### src/design/lie_pkg.sv
// lie_pkg: sizes, weight table and derived widths for the loss interval estimator.
// Standalone; imported by the interfaces and the top level.
`timescale 1ns / 1ps

package lie_pkg;

  localparam int MAX_INTERVALS = 9;
  localparam int INTERVAL_BITS = 32;
  localparam int SEQ_W         = 16;
  localparam int AVG_W         = 40;
  localparam int CUR_W         = 32;
  localparam int FRAC_BITS     = 8;

  localparam int NW      = MAX_INTERVALS - 1;
  localparam int W_SCALE = NW + 2;
  localparam int W_W     = $clog2(W_SCALE + 1);

  // weight i scaled by NW+2
  function automatic int weight_of(input int i);
    int w;
    if (i < NW / 2) begin
      w = W_SCALE;
    end else begin
      w = 2 * (NW - i);
    end
    return w;
  endfunction

  function automatic int weight_sum_max();
    int s;
    s = 0;
    for (int i = 0; i < NW; i++) begin
      s = s + weight_of(i);
    end
    return s;
  endfunction

  localparam int WSUM_MAX  = weight_sum_max();
  localparam int WS_W      = $clog2(WSUM_MAX + 1);
  localparam int SUM_W     = INTERVAL_BITS + WS_W;
  localparam int NUM_W     = SUM_W + FRAC_BITS;
  localparam int DIV_STEPS = (NUM_W + 1) / 2;
  localparam int DIVN_W    = 2 * DIV_STEPS;
  localparam int DCNT_W    = $clog2(DIV_STEPS);
  localparam int IDX_W     = $clog2(MAX_INTERVALS);
  localparam int CNT_W     = $clog2(MAX_INTERVALS + 1);
  localparam int PROD_W    = INTERVAL_BITS + W_W;

  localparam logic [INTERVAL_BITS-1:0] IVL_MAX = {INTERVAL_BITS{1'b1}};

endpackage

### src/design/lie_if.sv
// lie_in_if / lie_out_if: valid/ready channels for packet beats and result beats.
// Depends on lie_pkg for field widths.
`timescale 1ns / 1ps

interface lie_in_if import lie_pkg::*; ();
  logic             valid;
  logic             ready;
  logic [SEQ_W-1:0] seq_number;
  logic             restart;

  modport source (output valid, output seq_number, output restart, input ready);
  modport sink   (input valid, input seq_number, input restart, output ready);
endinterface

interface lie_out_if import lie_pkg::*; ();
  logic             valid;
  logic             ready;
  logic             valid_res;
  logic [AVG_W-1:0] avg_interval;
  logic [CUR_W-1:0] current_interval;

  modport source (output valid, output valid_res, output avg_interval,
                  output current_interval, input ready);
  modport sink   (input valid, input valid_res, input avg_interval,
                  input current_interval, output ready);
endinterface

### src/design/loss_interval_estimator.sv
// loss_interval_estimator: TFRC average loss interval over a history of loss intervals.
// Depends on lie_pkg and the channel interfaces in lie_if.sv.
//
//   channel  dir  beat contents
//   in_ch    in   seq_number[15:0], restart
//   out_ch   out  valid_res, avg_interval[39:0] (8 frac bits), current_interval[31:0]
//
// One beat in, one beat out. History update on the accepting edge, then one
// shared multiply-accumulate unit runs over the k stored intervals, S_NUM forms
// the numerator and a radix-4 restoring divider forms the quotient. With no loss
// yet, MAC and divider are skipped. in_ch.ready is high only when idle.
// Synchronous active-low reset clears the history. The output register holds
// a result while out_ch stalls; the next beat is accepted meanwhile.
`timescale 1ns / 1ps

module loss_interval_estimator import lie_pkg::*; (
  input  logic       clk,
  input  logic       rst_n,
  lie_in_if.sink     in_ch,
  lie_out_if.source  out_ch
);

  localparam logic [2:0] S_IDLE = 3'd0;
  localparam logic [2:0] S_MAC  = 3'd1;
  localparam logic [2:0] S_NUM  = 3'd2;
  localparam logic [2:0] S_DIV  = 3'd3;
  localparam logic [2:0] S_DONE = 3'd4;

  logic [2:0]               state_r;
  logic [INTERVAL_BITS-1:0] store_r [MAX_INTERVALS];
  logic [CNT_W-1:0]         count_r;
  logic [SEQ_W-1:0]         exp_r;
  logic                     loss_r;

  logic [IDX_W-1:0]         i_r;
  logic                     half_r;
  logic [SUM_W-1:0]         acc0_r, acc1_r;
  logic [WS_W-1:0]          ws_r;
  logic [DIVN_W-1:0]        num_r;
  logic [DIVN_W-1:0]        q_r;
  logic [WS_W-1:0]          rem_r;
  logic [DCNT_W-1:0]        dcnt_r;

  logic                     out_valid_r;
  logic                     out_res_r;
  logic [AVG_W-1:0]         out_avg_r;
  logic [CUR_W-1:0]         out_cur_r;

  // history update
  logic [INTERVAL_BITS-1:0] base_st [MAX_INTERVALS];
  logic [INTERVAL_BITS-1:0] store_nxt [MAX_INTERVALS];
  logic [SEQ_W-1:0]         base_exp, exp_nxt;
  logic [CNT_W-1:0]         base_cnt, count_nxt;
  logic                     base_loss, loss_nxt;
  logic                     in_order;
  logic                     in_acc;

  assign in_acc = in_ch.valid && in_ch.ready;

  always_comb begin
    base_exp  = in_ch.restart ? in_ch.seq_number : exp_r;
    base_cnt  = in_ch.restart ? CNT_W'(1) : count_r;
    base_loss = in_ch.restart ? 1'b0 : loss_r;
    for (int i = 0; i < MAX_INTERVALS; i++) begin
      base_st[i] = in_ch.restart ? '0 : store_r[i];
    end
    in_order = (in_ch.seq_number == base_exp);
    store_nxt = base_st;
    if (in_order) begin
      if (base_st[0] != IVL_MAX) begin
        store_nxt[0] = base_st[0] + INTERVAL_BITS'(1);
      end
      exp_nxt   = base_exp + SEQ_W'(1);
      count_nxt = base_cnt;
      loss_nxt  = base_loss;
    end else begin
      for (int i = 1; i < MAX_INTERVALS; i++) begin
        store_nxt[i] = base_st[i-1];
      end
      store_nxt[0] = INTERVAL_BITS'(1);
      count_nxt = (base_cnt < CNT_W'(MAX_INTERVALS)) ? base_cnt + CNT_W'(1) : base_cnt;
      exp_nxt   = in_ch.seq_number + SEQ_W'(1);
      loss_nxt  = 1'b1;
    end
  end

  // shared multiply-accumulate
  logic [IDX_W-1:0]         rd_idx;
  logic [INTERVAL_BITS-1:0] rd_val;
  logic [W_W-1:0]           w_cur;
  logic [PROD_W-1:0]        prod;
  logic                     last_mac;

  assign rd_idx   = i_r + IDX_W'(half_r);
  assign rd_val   = store_r[rd_idx];
  assign w_cur    = W_W'(weight_of(int'(i_r)));
  assign prod     = PROD_W'(rd_val) * PROD_W'(w_cur);
  assign last_mac = half_r && ((CNT_W'(i_r) + CNT_W'(2)) == count_r);

  // numerator and divider steps
  logic [SUM_W-1:0]  top;
  logic [DIVN_W-1:0] num_nxt;
  logic [WS_W:0]     t1, t2;
  logic              ge1, ge2;
  logic [WS_W-1:0]   r1, r2;

  assign top     = (acc0_r > acc1_r) ? acc0_r : acc1_r;
  assign num_nxt = DIVN_W'({top, {FRAC_BITS{1'b0}}}) + DIVN_W'(ws_r >> 1);

  always_comb begin
    t1  = {rem_r, num_r[DIVN_W-1]};
    ge1 = (t1 >= {1'b0, ws_r});
    r1  = ge1 ? WS_W'(t1 - {1'b0, ws_r}) : WS_W'(t1);
    t2  = {r1, num_r[DIVN_W-2]};
    ge2 = (t2 >= {1'b0, ws_r});
    r2  = ge2 ? WS_W'(t2 - {1'b0, ws_r}) : WS_W'(t2);
  end

  always_ff @(posedge clk) begin
    if (!rst_n) begin
      state_r     <= S_IDLE;
      count_r     <= CNT_W'(1);
      exp_r       <= '0;
      loss_r      <= 1'b0;
      out_valid_r <= 1'b0;
      for (int i = 0; i < MAX_INTERVALS; i++) begin
        store_r[i] <= '0;
      end
    end else begin
      if (out_valid_r && out_ch.ready && state_r != S_DONE) begin
        out_valid_r <= 1'b0;
      end
      unique case (state_r)
        S_IDLE: begin
          if (in_acc) begin
            store_r <= store_nxt;
            count_r <= count_nxt;
            exp_r   <= exp_nxt;
            loss_r  <= loss_nxt;
            i_r     <= '0;
            half_r  <= 1'b0;
            acc0_r  <= '0;
            acc1_r  <= '0;
            ws_r    <= '0;
            q_r     <= '0;
            state_r <= (loss_nxt && count_nxt >= CNT_W'(2)) ? S_MAC : S_DONE;
          end
        end
        S_MAC: begin
          if (!half_r) begin
            acc0_r <= acc0_r + SUM_W'(prod);
            ws_r   <= ws_r + WS_W'(w_cur);
          end else begin
            acc1_r <= acc1_r + SUM_W'(prod);
            i_r    <= i_r + IDX_W'(1);
          end
          half_r <= !half_r;
          if (last_mac) begin
            state_r <= S_NUM;
          end
        end
        S_NUM: begin
          num_r   <= num_nxt;
          rem_r   <= '0;
          dcnt_r  <= '0;
          state_r <= (ws_r == '0) ? S_DONE : S_DIV;
        end
        S_DIV: begin
          rem_r  <= r2;
          num_r  <= num_r << 2;
          q_r    <= {q_r[DIVN_W-3:0], ge1, ge2};
          dcnt_r <= dcnt_r + DCNT_W'(1);
          if (dcnt_r == DCNT_W'(DIV_STEPS - 1)) begin
            state_r <= S_DONE;
          end
        end
        S_DONE: begin
          if (!out_valid_r || out_ch.ready) begin
            out_valid_r <= 1'b1;
            out_res_r   <= loss_r;
            out_avg_r   <= AVG_W'(q_r);
            out_cur_r   <= CUR_W'(store_r[0]);
            state_r     <= S_IDLE;
          end
        end
        default: begin
          state_r <= S_IDLE;
        end
      endcase
    end
  end

  assign in_ch.ready             = (state_r == S_IDLE);
  assign out_ch.valid            = out_valid_r;
  assign out_ch.valid_res        = out_res_r;
  assign out_ch.avg_interval     = out_avg_r;
  assign out_ch.current_interval = out_cur_r;

  a_busy_after_accept: assert property (@(posedge clk) disable iff (!rst_n)
    in_acc |=> state_r != S_IDLE)
    else $error("accepted beat did not start a computation");

  a_count_range: assert property (@(posedge clk) disable iff (!rst_n)
    count_r >= CNT_W'(1) && count_r <= CNT_W'(MAX_INTERVALS))
    else $error("interval count out of range");

  a_loss_count: assert property (@(posedge clk) disable iff (!rst_n)
    loss_r == (count_r != CNT_W'(1)))
    else $error("loss flag disagrees with interval count");

  a_rem_below_ws: assert property (@(posedge clk) disable iff (!rst_n)
    state_r == S_DIV |-> rem_r < ws_r)
    else $error("divider remainder not below divisor");

  a_no_loss_zero: assert property (@(posedge clk) disable iff (!rst_n)
    out_ch.valid && !out_ch.valid_res |-> out_ch.avg_interval == '0)
    else $error("average given without any loss");

endmodule

### src/flat_wrapper.sv
// flat-port wrapper written by rule: the top's interface ports become plain ports
module loss_interval_estimator_flat import lie_pkg::*;
  (clk, rst_n, in_ch_valid, in_ch_seq_number, in_ch_restart, in_ch_ready, out_ch_valid, out_ch_valid_res, out_ch_avg_interval, out_ch_current_interval, out_ch_ready);
  lie_in_if in_ch_i ();
  lie_out_if out_ch_i ();
  input  logic clk;
  input  logic rst_n;
  input wire logic [$bits(in_ch_i.valid)-1:0] in_ch_valid;
  input wire logic [$bits(in_ch_i.seq_number)-1:0] in_ch_seq_number;
  input wire logic [$bits(in_ch_i.restart)-1:0] in_ch_restart;
  output wire logic [$bits(in_ch_i.ready)-1:0] in_ch_ready;
  output wire logic [$bits(out_ch_i.valid)-1:0] out_ch_valid;
  output wire logic [$bits(out_ch_i.valid_res)-1:0] out_ch_valid_res;
  output wire logic [$bits(out_ch_i.avg_interval)-1:0] out_ch_avg_interval;
  output wire logic [$bits(out_ch_i.current_interval)-1:0] out_ch_current_interval;
  input wire logic [$bits(out_ch_i.ready)-1:0] out_ch_ready;
  assign in_ch_i.valid = in_ch_valid;
  assign in_ch_i.seq_number = in_ch_seq_number;
  assign in_ch_i.restart = in_ch_restart;
  assign in_ch_ready = in_ch_i.ready;
  assign out_ch_valid = out_ch_i.valid;
  assign out_ch_valid_res = out_ch_i.valid_res;
  assign out_ch_avg_interval = out_ch_i.avg_interval;
  assign out_ch_current_interval = out_ch_i.current_interval;
  assign out_ch_i.ready = out_ch_ready;
  loss_interval_estimator u_core (.clk(clk), .rst_n(rst_n), .in_ch(in_ch_i), .out_ch(out_ch_i));
endmodule
### config.mk
export PLATFORM = sky130hd
export DESIGN_NAME = loss_interval_estimator_flat
export DESIGN_NICKNAME = d
export VERILOG_FILES = /design/src/design/lie_pkg.sv /design/src/design/lie_if.sv /design/src/design/loss_interval_estimator.sv /design/src/flat_wrapper.sv
export SDC_FILE = /design/constraint.sdc
export NUM_CORES = 2
export LEC_CHECK = 0
export ABC_AREA = 0
export BUFFER_PORTS_ARGS = -buffer_cell sky130_fd_sc_hd__buf_2
export CORE_MARGIN = 8
export CORE_UTILIZATION = 63
export CTS_BUF_LIST = sky130_fd_sc_hd__clkbuf_4 sky130_fd_sc_hd__clkbuf_8 sky130_fd_sc_hd__clkbuf_16
export CTS_CLUSTER_DIAMETER = 100
export DETAILED_ROUTE_END_ITERATION = 8
export GPL_ROUTABILITY_DRIVEN = 0
export PLACE_DENSITY = 0.77
export SYNTH_ARGS = -nofsm -noshare
export SYNTH_HDL_FRONTEND = slang
export SYNTH_SLANG_ARGS = --single-unit
### constraint.sdc
create_clock -name clk -period 8.59 [get_ports clk]
set_input_delay 0.859 -clock clk [delete_from_list [all_inputs] [get_ports clk]]
set_output_delay 0.859 -clock clk [all_outputs]
set_load 0.005 [all_outputs]
==> results by group <==
Status
  • Status: completed

Clocking
  • Root Driver: clkbuf_16
  • Clock sinks: 567
  • CTS tree: yes
  • H-tree levels: 2
  • CTS Buf Count: 59
  • CTS Buffer Depth: 3
  • Clock transition at the registers of the reported paths: 0.06 ns
  • Clk_lat worst skew: 0.64 ns

Floorplan
  • Horiz. Die Dim: 241.6 µm
  • I/O pin cnt: 96
  • Starting density of the core: 63.93%
  • DIE AREA: 58390 µm²
  • Row cnt: 82
  • Core area: 50170 µm²
  • Die boundary height: 241.6 µm

Global routing
  • All-Layer GR Usage: 25.78%
  • First-pass GRT wire length: 126.6 mm
  • Vias in the first global route: 24793
  • Total gr overflow: 0
  • Initial antenna violation count: 1
  • Largest net degree at the start of global routing: 257

Logic synthesis
  • Yosys top cell area share: 23.78%
  • Number of synthesized flops with an enable pin: 254
  • Ys async rst share: 0%
  • Post-Syn Nets: 3444
  • YS warnings: 0
  • Sequential area share after synthesis: 43.32%
  • Primary FF master, synth: dfxtp_1
  • Mapped Area: 32070 µm²
  • Largest area contributor in the netlist: edfxtp_1
  • Yosys cell types: 88
  • Syn avg cell area: 10.05 µm²
  • Cells after Synth: 3190
  • Top cells by area, synth: edfxtp_1, dfxtp_1, ha_1
  • FF+latch count, synth: 567

STA
  • RSZ-0062 raised after global routing: no
  • Worst Max-Slew Pin Slew: 1.208 ns
  • Max Fclk: 122.7 MHz
  • Worst Skew: 0.01507 ns
  • TNS Setup: 0 ns
  • Hold_ws: 0.4355 ns
  • Final hold vios: 0
  • Max Slew Vio Count: 0
  • Worst slew margin: 19.45%
  • Tmin final: 8.147 ns
  • # setup viols final: 0
  • Final period utilization: 94.85%

Hold path
  • Hold crit path type: reg2reg

Worst setup path
  • Arr. time, crit path: 8.50 ns
  • CP Capture Type: flip-flop
  • Most common cell on crit path: a21oi_1
  • Slowest stage delay, CP: 0.55 ns
  • Crit path kind: reg2reg
  • CP max-delay cell: edfxtp_1
  • Crit path buffers/inverters: 1
  • Internal reg-to-reg setup slack: 0.44 ns
  • Delay-heaviest family, CP: compound AO/OA/AOI/OAI gates
  • Startpoint types: flip-flop
  • Req. time, crit path: 8.94 ns
  • CP Max Fanout: 30

Detailed routing
  • Number of DRC markers in iteration 0: 2389
  • Vias per cell: 6.376
  • Via count: 25066
  • DRT Wirelength: 78.70 mm
  • # DRC: 0
  • Routed Antenna Nets: 0
  • Avg WL per Cell: 20.02 µm
  • DRT Pass-1 Iters: 6

Power
  • Power Dens Cells: 198.2 nW/µm²
  • Total power draw: 6979 µW
  • Leak: 0.01390 µW
  • Peak VDD IR: 0.3824 mV

Cells and area
  • Layout cells sized above 1: 11.20%
  • Final instance area: 35210 µm²
  • Antenna cells: 0
  • Final Core Density: 70.17%
  • Layout area overhead: 9.760%
  • # nets final: 3465

Place
  • DP Area: 33130 µm²
  • Final HPWL DP: 53.28 mm
  • Port buffer count: 95

Flow run
  • Max_cap viols: 0
-- cell type report --
cell class / instances / area (µm²)
Fill cell: 3697 / 14970
Inverter: 115 / 431.7
Timing Repair Buffer: 144 / 935.9
Multi-Input combinational cell: 2324 / 17120
Sequential cell: 567 / 13890
Clock buffer: 83 / 1730
Clock inverter: 26 / 256.5
Tap cell: 672 / 840.8
-- through the flow --
step	setup WS [ns]	cells
global route	0.03985	3931
finish	0.4426	3931
detailed placement	0.2973	3820
global placement	0.5171	3820
floorplan	1.364	3190
CTS	0.2605	3929
-- worst paths after layout --
path	depth (start not counted)	end	start
max	30	u_core.acc0_r[36]	u_core.i_r[0]
min	0	u_core.out_ch.avg_interval[39]	u_core.q_r[39]
max reg2reg	30	u_core.acc0_r[36]	u_core.i_r[0]
min reg2reg	0	u_core.out_ch.avg_interval[39]	u_core.q_r[39]
-- power by group --
part | leakage, µW | internal (µW) | switching [µW]
combinational | 0.00796 | 447 | 844
sequential | 0.00495 | 2990 | 100
clock | 0.000991 | 1500 | 1100
total | 0.0139 | 4940 | 2040
-- layout by cell type (no fill, tap or decap), types with 60 or more instances in the layout --
cell	netlist	final
dfxtp_1	313	312
edfxtp_1	254	254
nand2_1	241	239
clkbuf_16	0	60
xnor2_1	76	74
ha_1	199	197
a21oi_1	159	158
and3_1	66	66
o21ai_0	97	97
nor2b_1	291	290
buf_2	32	94
a22oi_1	264	264
inv_1	113	113
mux4_2	64	64
nor2_1	253	251
-- routing by layer --
layer,up-vias,GRT usage [%],part of all wire [%]
li1,11672,-,-
met1,12313,32.35,41
met2,876,45.06,50
met3,203,3.351,5.6
met4,2,9.600,3.4
met5,-,0,0.017
-- state kept, by name (all words and copies together) (netlist names) --
name / flops
u_core.rem_r: 6
u_core.ws_r: 5
u_core.i_r: 4
u_core.loss_r: 1
u_core.count_r: 4
u_core.out_ch.avg_interval: 40
u_core.state_r: 3
u_core.out_ch.valid: 1
u_core.q_r: 40
u_core.dcnt_r: 5
u_core.out_ch.current_interval: 32
u_core.half_r: 1
u_core.out_ch.valid_res: 1
u_core.acc0_r: 37
u_core.exp_r: 16
u_core.num_r: 46
u_core.acc1_r: 37
u_core.store_r: 288
-- worst register-to-register path, delay by kind of cell (launching register included) --
family | cells | cell delay (ns)
buffers and inverters | 1 | 0.27
and+or+nand+nor | 5 | 0.72
xor gates and xnor gates | 1 | 0.29
DFF | 1 | 0.55
muxes | 2 | 0.53
AOI/OAI and AO/OA | 15 | 3.26
adders and majority gates | 6 | 2.25
-- kinds of logic (layout without fill, tap and decap cells) --
kind of cell,Yosys count,after routing,share of synthesized area [%]
AOI/OAI and AO/OA,790,790,16.68
xor gates and xnor gates,132,132,3.604
buffers and inverters,299,368,3.799
and+or+nand+nor,1057,1057,16.72
DFF,567,567,43.32
adders and majority gates,233,233,9.885
muxes,112,112,5.996
-- Yosys cell counts, types with 66 or more instances --
library cell	instances
clkbuf_1	140
nor2_1	253
o21ai_0	97
nor2b_1	291
a21oi_1	159
ha_1	199
dfxtp_1	313
a22oi_1	264
nand2_1	241
edfxtp_1	254
xnor2_1	76
inv_1	113
and3_1	66
-- what timing repair did --
item                                    in CTS  in global routing
gates resized for setup                      0                  8
setup buffers                                0                  2
hold buffers                                 0                  0
endpoints found under the setup margin       0                 19
Note: power is estimated with default switching activity, not from simulation.
